[config.mk]
export PLATFORM = sky130hd
export DESIGN_NAME = text_stream_line_filter_core
export DESIGN_NICKNAME = d
export VERILOG_FILES = /design/src/rtl/core/tslf_pkg.sv /design/src/rtl/core/text_stream_line_filter_core.sv /design/src/rtl/core/tslf_cfg.sv /design/src/rtl/core/tslf_decode.sv /design/src/rtl/core/tslf_emit.sv
export SDC_FILE = /design/constraint.sdc
export NUM_CORES = 1
export LEC_CHECK = 0
export CAP_MARGIN = 20
export CORE_MARGIN = 2
export CORE_UTILIZATION = 55
export DETAILED_ROUTE_END_ITERATION = 16
export DONT_BUFFER_PORTS = 1
export GPL_ROUTABILITY_DRIVEN = 0
export MAX_ROUTING_LAYER = met4
export PLACE_DENSITY = 0.71
export RECOVER_POWER = 100
export SYNTH_ARGS = -nofsm -noshare
export SYNTH_HDL_FRONTEND = slang
export SYNTH_SLANG_ARGS = --single-unit
[constraint.sdc]
create_clock -name clk -period 4.04 [get_ports clk]
set_input_delay 0.202 -clock clk [delete_from_list [all_inputs] [get_ports clk]]
set_output_delay 0.202 -clock clk [all_outputs]
set_load 0.02 [all_outputs]
[src/rtl/core/tslf_pkg.sv]
// Shared types, constants and helper functions for the text stream line filter.
`timescale 1ns / 1ps
`default_nettype none
package tslf_pkg;

  localparam int NUM_DIGITS = 6;
  localparam int BCD_W      = 4 * NUM_DIGITS;
  localparam int POS_W      = $clog2(NUM_DIGITS + 3);
  localparam int ADDR_W     = 5;
  localparam int REG_IDX_W  = 3;

  localparam logic [POS_W-1:0] TAB_POS   = POS_W'(NUM_DIGITS);
  localparam logic [POS_W-1:0] BODY0_POS = POS_W'(NUM_DIGITS + 1);
  localparam logic [POS_W-1:0] LAST_POS  = POS_W'(NUM_DIGITS + 2);

  localparam logic [REG_IDX_W-1:0] REG_NUMBER_NONBLANK  = 3'd0;
  localparam logic [REG_IDX_W-1:0] REG_NUMBER_ALL       = 3'd1;
  localparam logic [REG_IDX_W-1:0] REG_SQUEEZE_BLANK    = 3'd2;
  localparam logic [REG_IDX_W-1:0] REG_MARK_ENDS        = 3'd3;
  localparam logic [REG_IDX_W-1:0] REG_SHOW_TABS        = 3'd4;
  localparam logic [REG_IDX_W-1:0] REG_SHOW_NONPRINTING = 3'd5;

  localparam logic [7:0] CH_TAB    = 8'h09;
  localparam logic [7:0] CH_LF     = 8'h0A;
  localparam logic [7:0] CH_CR     = 8'h0D;
  localparam logic [7:0] CH_SPACE  = 8'h20;
  localparam logic [7:0] CH_DOLLAR = 8'h24;
  localparam logic [7:0] CH_ZERO   = 8'h30;
  localparam logic [7:0] CH_QMARK  = 8'h3F;
  localparam logic [7:0] CH_I      = 8'h49;
  localparam logic [7:0] CH_CARET  = 8'h5E;
  localparam logic [7:0] CH_DEL    = 8'h7F;
  localparam logic [7:0] CARET_OFS = 8'd64;
  localparam logic [7:0] CTRL_MAX  = 8'd31;

  localparam logic [BCD_W-1:0] BCD_ONE = BCD_W'(1);

  typedef struct packed {
    logic number_nonblank;
    logic number_all;
    logic squeeze_blank;
    logic mark_ends;
    logic show_tabs;
    logic show_nonprinting;
  } cfg_t;

  typedef struct packed {
    logic             has_num;
    logic             two;
    logic [BCD_W-1:0] bcd;
    logic [7:0]       body_first;
    logic [7:0]       body_second;
  } job_t;

  function automatic logic [BCD_W-1:0] bcd_inc_sat(input logic [BCD_W-1:0] v);
    logic [BCD_W-1:0] res;
    logic             carry;
    logic [3:0]       d;
    res   = v;
    carry = 1'b1;
    for (int k = 0; k < NUM_DIGITS; k++) begin
      d = v[4*k +: 4];
      if (carry) begin
        if (d < 4'd9) begin
          res[4*k +: 4] = d + 4'd1;
          carry = 1'b0;
        end else begin
          res[4*k +: 4] = 4'd0;
        end
      end
    end
    if (carry) begin
      res = v;
    end
    return res;
  endfunction

  function automatic logic [7:0] num_char(input logic [BCD_W-1:0] bcd,
                                          input logic [POS_W-1:0] p);
    logic       lead;
    logic [3:0] d;
    logic [7:0] ch;
    lead = 1'b1;
    ch   = CH_SPACE;
    for (int k = NUM_DIGITS - 1; k >= 0; k--) begin
      d = bcd[4*k +: 4];
      if (d > 4'd9) begin
        d = 4'd9;
      end
      if (lead && d == 4'd0 && k > 0) begin
        if (k == NUM_DIGITS - 1 - int'(p)) begin
          ch = CH_SPACE;
        end
      end else begin
        lead = 1'b0;
        if (k == NUM_DIGITS - 1 - int'(p)) begin
          ch = CH_ZERO + {4'd0, d};
        end
      end
    end
    return ch;
  endfunction

endpackage
`default_nettype wire

[src/rtl/core/text_stream_line_filter_core.sv]
// Top level of the text stream line filter.
//
//  Channel   Direction  Contents
//  s_*       in         tdata = data_byte, tuser = first_of_file
//  m_*       out        tdata = out_byte, tlast = last
//  p*        in/out     register bus, six 1-bit registers at byte address 4*i
//
// One input byte per cycle when it makes one output byte and m_tready is high;
// bytes pass the job register, then the output register. A byte opening a numbered
// line makes up to nine output bytes and holds the input until the last is loaded.
// A stall on m_tready propagates back to s_tready through the job register.
// Reset clears the configuration and the valid flags, sets the line counter to 1
// and marks a line start.
`timescale 1ns / 1ps
`default_nettype none
module text_stream_line_filter_core (
  input  wire logic                        clk,
  input  wire logic                        rst,
  input  wire logic                        s_tvalid,
  output logic                             s_tready,
  input  wire logic [7:0]                  s_tdata,   // data_byte[7:0]
  input  wire logic                        s_tuser,   // first_of_file
  output logic                             m_tvalid,
  input  wire logic                        m_tready,
  output logic      [7:0]                  m_tdata,   // out_byte[7:0]
  output logic                             m_tlast,
  input  wire logic                        psel,
  input  wire logic                        penable,
  input  wire logic                        pwrite,
  input  wire logic [tslf_pkg::ADDR_W-1:0] paddr,
  input  wire logic [31:0]                 pwdata,
  output logic      [31:0]                 prdata,
  output logic                             pready
);
  import tslf_pkg::*;

  cfg_t cfg;
  job_t job;
  logic job_valid;
  logic job_done;

  tslf_cfg u_cfg (
    .clk     (clk),
    .rst     (rst),
    .psel    (psel),
    .penable (penable),
    .pwrite  (pwrite),
    .paddr   (paddr),
    .pwdata  (pwdata),
    .prdata  (prdata),
    .pready  (pready),
    .cfg     (cfg)
  );

  tslf_decode u_decode (
    .clk       (clk),
    .rst       (rst),
    .cfg       (cfg),
    .s_tvalid  (s_tvalid),
    .s_tready  (s_tready),
    .s_tdata   (s_tdata),
    .s_tuser   (s_tuser),
    .job_done  (job_done),
    .job_valid (job_valid),
    .job       (job)
  );

  tslf_emit u_emit (
    .clk       (clk),
    .rst       (rst),
    .job_valid (job_valid),
    .job       (job),
    .job_done  (job_done),
    .m_tvalid  (m_tvalid),
    .m_tready  (m_tready),
    .m_tdata   (m_tdata),
    .m_tlast   (m_tlast)
  );

endmodule
`default_nettype wire

[src/rtl/core/tslf_cfg.sv]
// Configuration register file with its register-bus port.
`timescale 1ns / 1ps
`default_nettype none
module tslf_cfg (
  input  wire logic                         clk,
  input  wire logic                         rst,
  input  wire logic                         psel,
  input  wire logic                         penable,
  input  wire logic                         pwrite,
  input  wire logic [tslf_pkg::ADDR_W-1:0]  paddr,
  input  wire logic [31:0]                  pwdata,
  output logic      [31:0]                  prdata,
  output logic                              pready,
  output tslf_pkg::cfg_t                    cfg
);
  import tslf_pkg::*;

  logic [REG_IDX_W-1:0] idx;
  logic                 wr;

  assign idx    = paddr[ADDR_W-1:2];
  assign wr     = psel & penable & pwrite;
  assign pready = 1'b1;

  always_ff @(posedge clk) begin
    if (rst) begin
      cfg <= '0;
    end else if (wr) begin
      unique case (idx)
        REG_NUMBER_NONBLANK:  cfg.number_nonblank  <= pwdata[0];
        REG_NUMBER_ALL:       cfg.number_all       <= pwdata[0];
        REG_SQUEEZE_BLANK:    cfg.squeeze_blank    <= pwdata[0];
        REG_MARK_ENDS:        cfg.mark_ends        <= pwdata[0];
        REG_SHOW_TABS:        cfg.show_tabs        <= pwdata[0];
        REG_SHOW_NONPRINTING: cfg.show_nonprinting <= pwdata[0];
        default: ;
      endcase
    end
  end

  always_comb begin
    prdata = '0;
    unique case (idx)
      REG_NUMBER_NONBLANK:  prdata[0] = cfg.number_nonblank;
      REG_NUMBER_ALL:       prdata[0] = cfg.number_all;
      REG_SQUEEZE_BLANK:    prdata[0] = cfg.squeeze_blank;
      REG_MARK_ENDS:        prdata[0] = cfg.mark_ends;
      REG_SHOW_TABS:        prdata[0] = cfg.show_tabs;
      REG_SHOW_NONPRINTING: prdata[0] = cfg.show_nonprinting;
      default:              prdata    = '0;
    endcase
  end

endmodule
`default_nettype wire

[src/rtl/core/tslf_decode.sv]
// Input stage: line state, line counter and per-byte job register.
`timescale 1ns / 1ps
`default_nettype none
module tslf_decode (
  input  wire logic           clk,
  input  wire logic           rst,
  input  wire tslf_pkg::cfg_t cfg,
  input  wire logic           s_tvalid,
  output logic                s_tready,
  input  wire logic [7:0]     s_tdata,
  input  wire logic           s_tuser,
  input  wire logic           job_done,
  output logic                job_valid,
  output tslf_pkg::job_t      job
);
  import tslf_pkg::*;

  logic             at_line_start, at_line_start_next;
  logic             prev_line_empty, prev_line_empty_next;
  logic [BCD_W-1:0] line_number_bcd, line_number_bcd_next;
  logic [BCD_W-1:0] num0;
  logic             als0, ple0, empty, squeeze, number, accept;
  job_t             job_next;

  assign s_tready = ~job_valid | job_done;
  assign accept   = s_tvalid & s_tready;

  always_comb begin
    num0    = s_tuser ? BCD_ONE : line_number_bcd;
    als0    = s_tuser | at_line_start;
    ple0    = s_tuser ? 1'b0 : prev_line_empty;
    empty   = (s_tdata == CH_LF);
    squeeze = als0 & cfg.squeeze_blank & empty & ple0;
    number  = als0 & (cfg.number_nonblank ? ~empty : cfg.number_all);

    if (squeeze) begin
      at_line_start_next   = als0;
      prev_line_empty_next = ple0;
      line_number_bcd_next = num0;
    end else begin
      at_line_start_next   = empty;
      prev_line_empty_next = als0 ? empty : ple0;
      line_number_bcd_next = number ? bcd_inc_sat(num0) : num0;
    end

    job_next.has_num     = number;
    job_next.bcd         = num0;
    job_next.two         = 1'b0;
    job_next.body_first  = CH_CARET;
    job_next.body_second = s_tdata;
    priority if (cfg.show_tabs && s_tdata == CH_TAB) begin
      job_next.two         = 1'b1;
      job_next.body_second = CH_I;
    end else if (cfg.mark_ends && (s_tdata == CH_LF || s_tdata == CH_CR)) begin
      job_next.two        = 1'b1;
      job_next.body_first = CH_DOLLAR;
    end else if (cfg.show_nonprinting && s_tdata <= CTRL_MAX && s_tdata != CH_LF
                 && s_tdata != CH_CR && s_tdata != CH_TAB) begin
      job_next.two         = 1'b1;
      job_next.body_second = s_tdata + CARET_OFS;
    end else if (cfg.show_nonprinting && s_tdata == CH_DEL) begin
      job_next.two         = 1'b1;
      job_next.body_second = CH_QMARK;
    end else begin
      job_next.two = 1'b0;
    end
  end

  always_ff @(posedge clk) begin
    if (rst) begin
      at_line_start   <= 1'b1;
      prev_line_empty <= 1'b0;
      line_number_bcd <= BCD_ONE;
      job_valid       <= 1'b0;
    end else begin
      if (accept) begin
        at_line_start   <= at_line_start_next;
        prev_line_empty <= prev_line_empty_next;
        line_number_bcd <= line_number_bcd_next;
        job_valid       <= ~squeeze;
      end else if (job_done) begin
        job_valid <= 1'b0;
      end
    end
  end

  always_ff @(posedge clk) begin
    if (accept) begin
      job <= job_next;
    end
  end

endmodule
`default_nettype wire

[src/rtl/core/tslf_emit.sv]
// Output sequencer: walks the prefix and body bytes of a job into the output register.
`timescale 1ns / 1ps
`default_nettype none
module tslf_emit (
  input  wire logic           clk,
  input  wire logic           rst,
  input  wire logic           job_valid,
  input  wire tslf_pkg::job_t job,
  output logic                job_done,
  output logic                m_tvalid,
  input  wire logic           m_tready,
  output logic [7:0]          m_tdata,
  output logic                m_tlast
);
  import tslf_pkg::*;

  logic             started;
  logic [POS_W-1:0] pos, cur_pos, pos_next, body_pos;
  logic             load;
  logic [7:0]       byte_next;

  assign body_pos = job.two ? BODY0_POS : LAST_POS;
  assign cur_pos  = started ? pos : (job.has_num ? '0 : body_pos);
  assign load     = job_valid & (~m_tvalid | m_tready);
  assign job_done = load & (cur_pos == LAST_POS);
  assign pos_next = (cur_pos == TAB_POS) ? body_pos : cur_pos + POS_W'(1);

  always_comb begin
    priority if (cur_pos < TAB_POS) begin
      byte_next = num_char(job.bcd, cur_pos);
    end else if (cur_pos == TAB_POS) begin
      byte_next = CH_TAB;
    end else if (cur_pos == BODY0_POS) begin
      byte_next = job.body_first;
    end else begin
      byte_next = job.body_second;
    end
  end

  always_ff @(posedge clk) begin
    if (rst) begin
      started  <= 1'b0;
      pos      <= '0;
      m_tvalid <= 1'b0;
    end else begin
      if (load) begin
        m_tvalid <= 1'b1;
        started  <= ~job_done;
        pos      <= pos_next;
      end else if (m_tready) begin
        m_tvalid <= 1'b0;
      end
    end
  end

  always_ff @(posedge clk) begin
    if (load) begin
      m_tdata <= byte_next;
      m_tlast <= job_done;
    end
  end

  a_pos_range: assert property (@(posedge clk) disable iff (rst)
    started |-> (pos != '0 && pos <= LAST_POS))
    else $error("sequencer position out of range");

  a_started_has_job: assert property (@(posedge clk) disable iff (rst)
    started |-> job_valid)
    else $error("sequencer running without a job");

  a_last_on_done: assert property (@(posedge clk) disable iff (rst)
    job_done |=> (m_tvalid && m_tlast))
    else $error("final byte of a job not marked last");

  a_no_mid_job_last: assert property (@(posedge clk) disable iff (rst)
    (load && !job_done) |=> (m_tvalid && !m_tlast && started))
    else $error("intermediate byte marked last");

endmodule
`default_nettype wire

# After elaboration in Yosys (flattened, before gate mapping)
# Cells that the tools add are included.
dict set report word_totals {
  ff_bits 90
  out_inout_bits 44
  wordCells 204
}
dict set report classes {
  n_addsub 15
  magnitude_cmp 14
  n_eq_ne 20
  mux 90
  bitwise_logic 17
  n_reduce_logical 28
}
# op count
set ops {}
lappend ops {{$mux 8} 22}
lappend ops {{$mux 4} 27}
lappend ops {{$mux 24} 4}
lappend ops {{$eq 3x32->1 const A} 2}
lappend ops {{$eq 4x32->1 const A} 2}
lappend ops {{$add 6x4->7 const A} 6}
lappend ops {{$mux 1} 35}
lappend ops {{$eq 2x32->1 const A} 1}
lappend ops {{$logic_not 32->1} 1}
lappend ops {{$add 4x1->4 const B} 7}
lappend ops {{$eq 8x4->1 const B} 3}
lappend ops {{$gt 4x4->1 const B} 6}
lappend ops {{$lt 4x4->1 const B} 6}
lappend ops {{$ne 8x4->1 const B} 3}
lappend ops {{$logic_not 4->1} 5}
lappend ops {{$reduce_and 2->1} 6}
lappend ops {{$logic_and 1x1->1} 11}
lappend ops {{$and 1x1->1} 9}
lappend ops {{$add 8x7->8 const B} 1}
lappend ops {{$eq 4x3->1 const B} 2}
lappend ops {{$eq 8x7->1 const B} 1}
lappend ops {{$le 8x5->1 const B} 1}
lappend ops {{$mux 7} 1}
lappend ops {{$eq 3x2->1 const B} 2}
lappend ops {{12 further kinds} 20}

# Longest topological paths before layout
dict set report logic_depth {
  word_depth 21
  ltp_mapped 12
}

# Cells and area by module
# A second synthesis with hierarchy kept.
dict set report unflattened {
  hier_cells 557
  hier_area_um2 5303.8
}
# module n_inst cells_per_inst area_each_um2 seq_area_each_um2
set by_module_without_submodules {}
lappend by_module_without_submodules {tslf_decode 1 327 3290.7 1621.6}
lappend by_module_without_submodules {tslf_emit 1 162 1418.9 390.4}
lappend by_module_without_submodules {tslf_cfg 1 68 594.3 120.1}

# Worst setup path after synthesis
# No wires, ideal clock.
dict set report synth_timing {
  kind {reg-to-reg}
  from {reg u_emit.started}
  to {reg u_decode.line_number_bcd[15]}
  setup_ps 91
  arrival_time_ps 3156
  required_time_ps 3949
  slack_ps 793
  stages_incl_launch_ff 12
  n_path_buf 2
  period_less_slack_ps 3247
  cell_sequence {dfxtp_1 buf_2 or3b_2 nand2_1 inv_1 ha_1 o2111a_1 o21ai_0 inv_1 clkbuf_1 a31o_2 a311oi_1}
}
dict set report synth_via {
  elab_chain_cells 5
}
# element line
set synth_lines {}
lappend synth_lines {{from (decl)} tslf_emit.sv:17} ;# logic started;
lappend synth_lines {{from (signal assigned)} tslf_emit.sv:48} ;# started <= ~job_done;
lappend synth_lines {{$mux 4} tslf_emit.sv:23} ;# assign cur_pos = started ? pos : (job.has_num ? '0 : body_pos);
lappend synth_lines {{$eq 4x4->1} tslf_emit.sv:25} ;# assign job_done = load & (cur_pos == LAST_POS);
lappend synth_lines {{$and 1x1->1} tslf_emit.sv:25}
lappend synth_lines {{net job_done} text_stream_line_filter_core.sv:40} ;# logic job_done;
lappend synth_lines {{$or 1x1->1} tslf_decode.sv:25} ;# assign s_tready = ~job_valid | job_done;
lappend synth_lines {{$and 1x1->1} tslf_decode.sv:26} ;# assign accept = s_tvalid & s_tready;
lappend synth_lines {{net u_decode.accept} tslf_decode.sv:22} ;# logic als0, ple0, empty, squeeze, number, accept;
lappend synth_lines {{to (signal assigned)} tslf_decode.sv:79} ;# line_number_bcd <= line_number_bcd_next;
lappend synth_lines {{to (decl)} tslf_decode.sv:20} ;# logic [BCD_W-1:0] line_number_bcd, line_number_bcd_next;
# The timed path passes the listed nets, and every way through them passes these cells.
# A chain may end at the register's enable or synchronous reset.

# Final worst setup path
dict set report layout_timing {
  from {reg u_emit.started}
  to {reg u_decode.job[20] (netlist name)}
}
dict set report layout_via {
  elab_chain_cells 5
}
# element line
set layout_lines {}
lappend layout_lines {{$mux 4} tslf_emit.sv:23}
lappend layout_lines {{$eq 4x4->1} tslf_emit.sv:25}
lappend layout_lines {{$and 1x1->1} tslf_emit.sv:25}
lappend layout_lines {{net job_done} text_stream_line_filter_core.sv:40}
lappend layout_lines {{$or 1x1->1} tslf_decode.sv:25}
lappend layout_lines {{$and 1x1->1} tslf_decode.sv:26}
# The timed path passes the listed nets, and every way through them passes these cells.

==> reports/qor.txt <==
run status = finished clean
RSZ-0062 raised after global routing = no
clk buf depth = 2
CORE AREA = 0.00868 sq mm
hold worst-path end = u_decode.job[26]
placed cells = 638
Avg Synthesized Cell Area = 8.91 sq um
crit path DAT = 3510 ps
DR pass1 iterations = 4
worst r2r dst = u_decode.job[20]
Starting DRT DRC Count = 277
HPWL after detailed placement = 7700 microns
max_slew headroom = 29.8%
Final Hold Viols = 0
synthesized cell area = 0.00492 sq mm
first-pass GRT wire length = 17500 microns
WP data required = 4030 ps
Ys Warns = 0
Seq/Total Area, Yosys = 43.4%
Nets = 623
Cell Pwr Density = 374 mW/mm^2
Area Overhead vs Synth = 5.34%
Skew-Pair Late Insertion Delay = 370 ps
routed vias = 3926
CTS tree = yes
Die Y = 98.6 microns
I/O Buffers = 0
worst setup margin = 521 ps
Fin Clk Skew = 15.3 ps
nature of the critical path startpoint = flip-flop
Final min period = 3520 ps
GRT Resource Usage Total = 23.2%
Synth Flop Type = edfxtp_1
Setup Buffers After CTS = 0
DRC viols = 0
Placement Cell Area = 0.00486 sq mm
highest-count cells in the layout ignoring fill and taps = 64 x nand2_1, 45 x edfxtp_1, 42 x o21ai_0
chip width = 98.6 microns
R2R cell count = 7
Layout Cells excl Fill = 663
initial antenna violation count = 0
final setup fails = 0
final instance area = 0.00518 sq mm
FF-to-FF Start = u_emit.started
Worst Min Path Start = s_tuser
kind of critical path = flip-flop to flip-flop
final WL = 10700 microns
CTS Hold Buffers Added = 9
post-CTS resize count = 0
gr ovfl total = 0
layout cells sized above 1 = 5.05%
Die ar. = 0.00971 sq mm
Post-synth ARST share = 0%
number of synthesized flops with an enable pin = 45
largest net degree at the start of global routing = 26
Clock Pin Slew Worst Setup and Hold Paths = 90 ps
Ant. Diodes = 0
final setup TNS = 0 ps
Synth Instances = 552
CTS Buf Count = 9
Via density = 5.92
Rows = 34
Leakage = 0.00208 uW
post-route ant nets = 0
Max Cap Violations = 0
worst slack, placed = 897 ps
Sink Count = 84
hold_ws = 23.3 ps
number of global-route vias before repair = 3544
post-synthesis register bit count = 84
Worst Hold Class = input pin to flip-flop
Fmax achieved = 284 MHz
fin. max-slew vios = 0
crit path max fanout = 19
I/O pin cnt = 97
Slew @ Worst Pin = 1050 ps
crit share post-route = 87.1%
reg2reg setup slack = 520 ps
Distinct cells, synth = 65
Initial Util = 56.7%
commonest non-fill, non-tap cell in the layout = nand2_1
CP Capture Type = flip-flop
root buffer cell = clkbuf_8
DR WL/cell = 16.1 microns
Hold Crit Depth = 1
IR drop worst, VDD = 172 uV
H-tree depth = 3
## cells in the mapped netlist (2+ instances only)
cell type  number  share of area [%]
a21oi_1        33                3.4
nand2b_1        7               0.89
o311ai_0        3               0.53
o211a_1         3               0.61
nor3b_1         5               0.76
nand4b_1        3               0.53
a31o_2          2               0.36
clkbuf_1       19                1.5
o21a_1          3               0.46
nor3_1          7               0.71
nand3_1        23                2.3
nor2b_1        12                1.5
a221o_1         2               0.41
ha_1           20                5.1
and2_1          3               0.38
mux2i_1        10                2.0
o22ai_1         9                1.1
a311oi_1        2               0.36
nor4_1          4               0.51
or4_1           3               0.46
dfxtp_1        39                 16
o21ai_0        42                4.3
nand2b_4        2               0.56
a21o_1          2               0.31
nand3b_1        2               0.31
inv_1          41                3.1
o32ai_1         5               0.89
nand2_1        64                4.9
nand4_1         8                1.0
buf_2           3               0.31
or2_2           2               0.25
buf_4          32                4.9
and3_1          7               0.89
edfxtp_1       45                 27
a31oi_1         3               0.38
a21boi_0        2               0.31
o211ai_1        2               0.31
conb_1          2               0.15
nor2_1         38                2.9
a22oi_1        11                1.7
a211oi_1        3               0.46
## worst max path at each step
stage,from,to,slack (ps)
after floorplan,u_emit.started,u_decode.line_number_bcd[15],790
after CTS,u_emit.started,u_decode.line_number_bcd[10],870
after global placement,u_emit.started,u_decode.line_number_bcd[7],990
final,u_emit.started,u_decode.job[20],520
after global routing,u_emit.started,u_decode.job[31],250
after detailed placement,u_emit.started,u_decode.line_number_bcd[10],900
## registers in the layout, indices dropped and copies added (netlist names), 4 cells and up
| register | flops |
|---|---|
| u_emit.pos | 4 |
| u_emit.m_tdata | 8 |
| u_decode.job | 36 |
| u_cfg.cfg | 6 |
| u_decode.line_number_bcd | 24 |
## critical path, stage by stage (launching register included)
cell and delay [ps]:
dfxtp_1 540, nor3b_1 100, a21oi_1 320, ha_1 520
o2111a_1 380, o21ai_0 140, inv_1 470, clkbuf_1 660
## per-layer routing
| metal | GRT usage (%) | up-vias | share of wire (%) |
|---|---|---|---|
| met5 | - | - | 0 |
| met4 | 9.27 | 0 | 2.2 |
| met3 | 4.61 | 23 | 5.7 |
| met2 | 33.8 | 154 | 46 |
| met1 | 32.1 | 1828 | 46 |
| li1 | - | 1921 | - |
## through the flow
stage                     total power [uW]  util, %
final                                 1940     59.7
after global routing                  2000     59.7
after CTS                             1940     59.9
after detailed placement              1180     56.0
after global placement                1180     56.0
after floorplan                       1170        -
## where the power goes
group	switching [uW]	leakage, uW	internal [uW]
Clock	336	0.000128	422
Combinational	142	0.00120	64.1
Sequential	32.8	0.000752	937
Total	511	0.00208	1420
## logic make-up after synthesis
kind of cell,Yosys count,share of synthesized area [%]
AND/OR/NAND/NOR,197,20.2
adder cells (fa/ha/maj),20,5.09
multiplexers,11,2.26
flip-flops,84,43.4
AO/OA/AOI/OAI,140,18.7
other,2,0.153
buffers and inverters,96,9.85
XOR/XNOR,2,0.356
## final cells by class
type	instances	area [sq um]
fillers	733	3500
repair buffers	12	106
clock inverters	7	130
inverters	41	154
clock buffers	9	124
well taps	108	135
flip-flops and latches	84	2130
multi-input cells	402	2400
(Power assumes the default switching activity.)
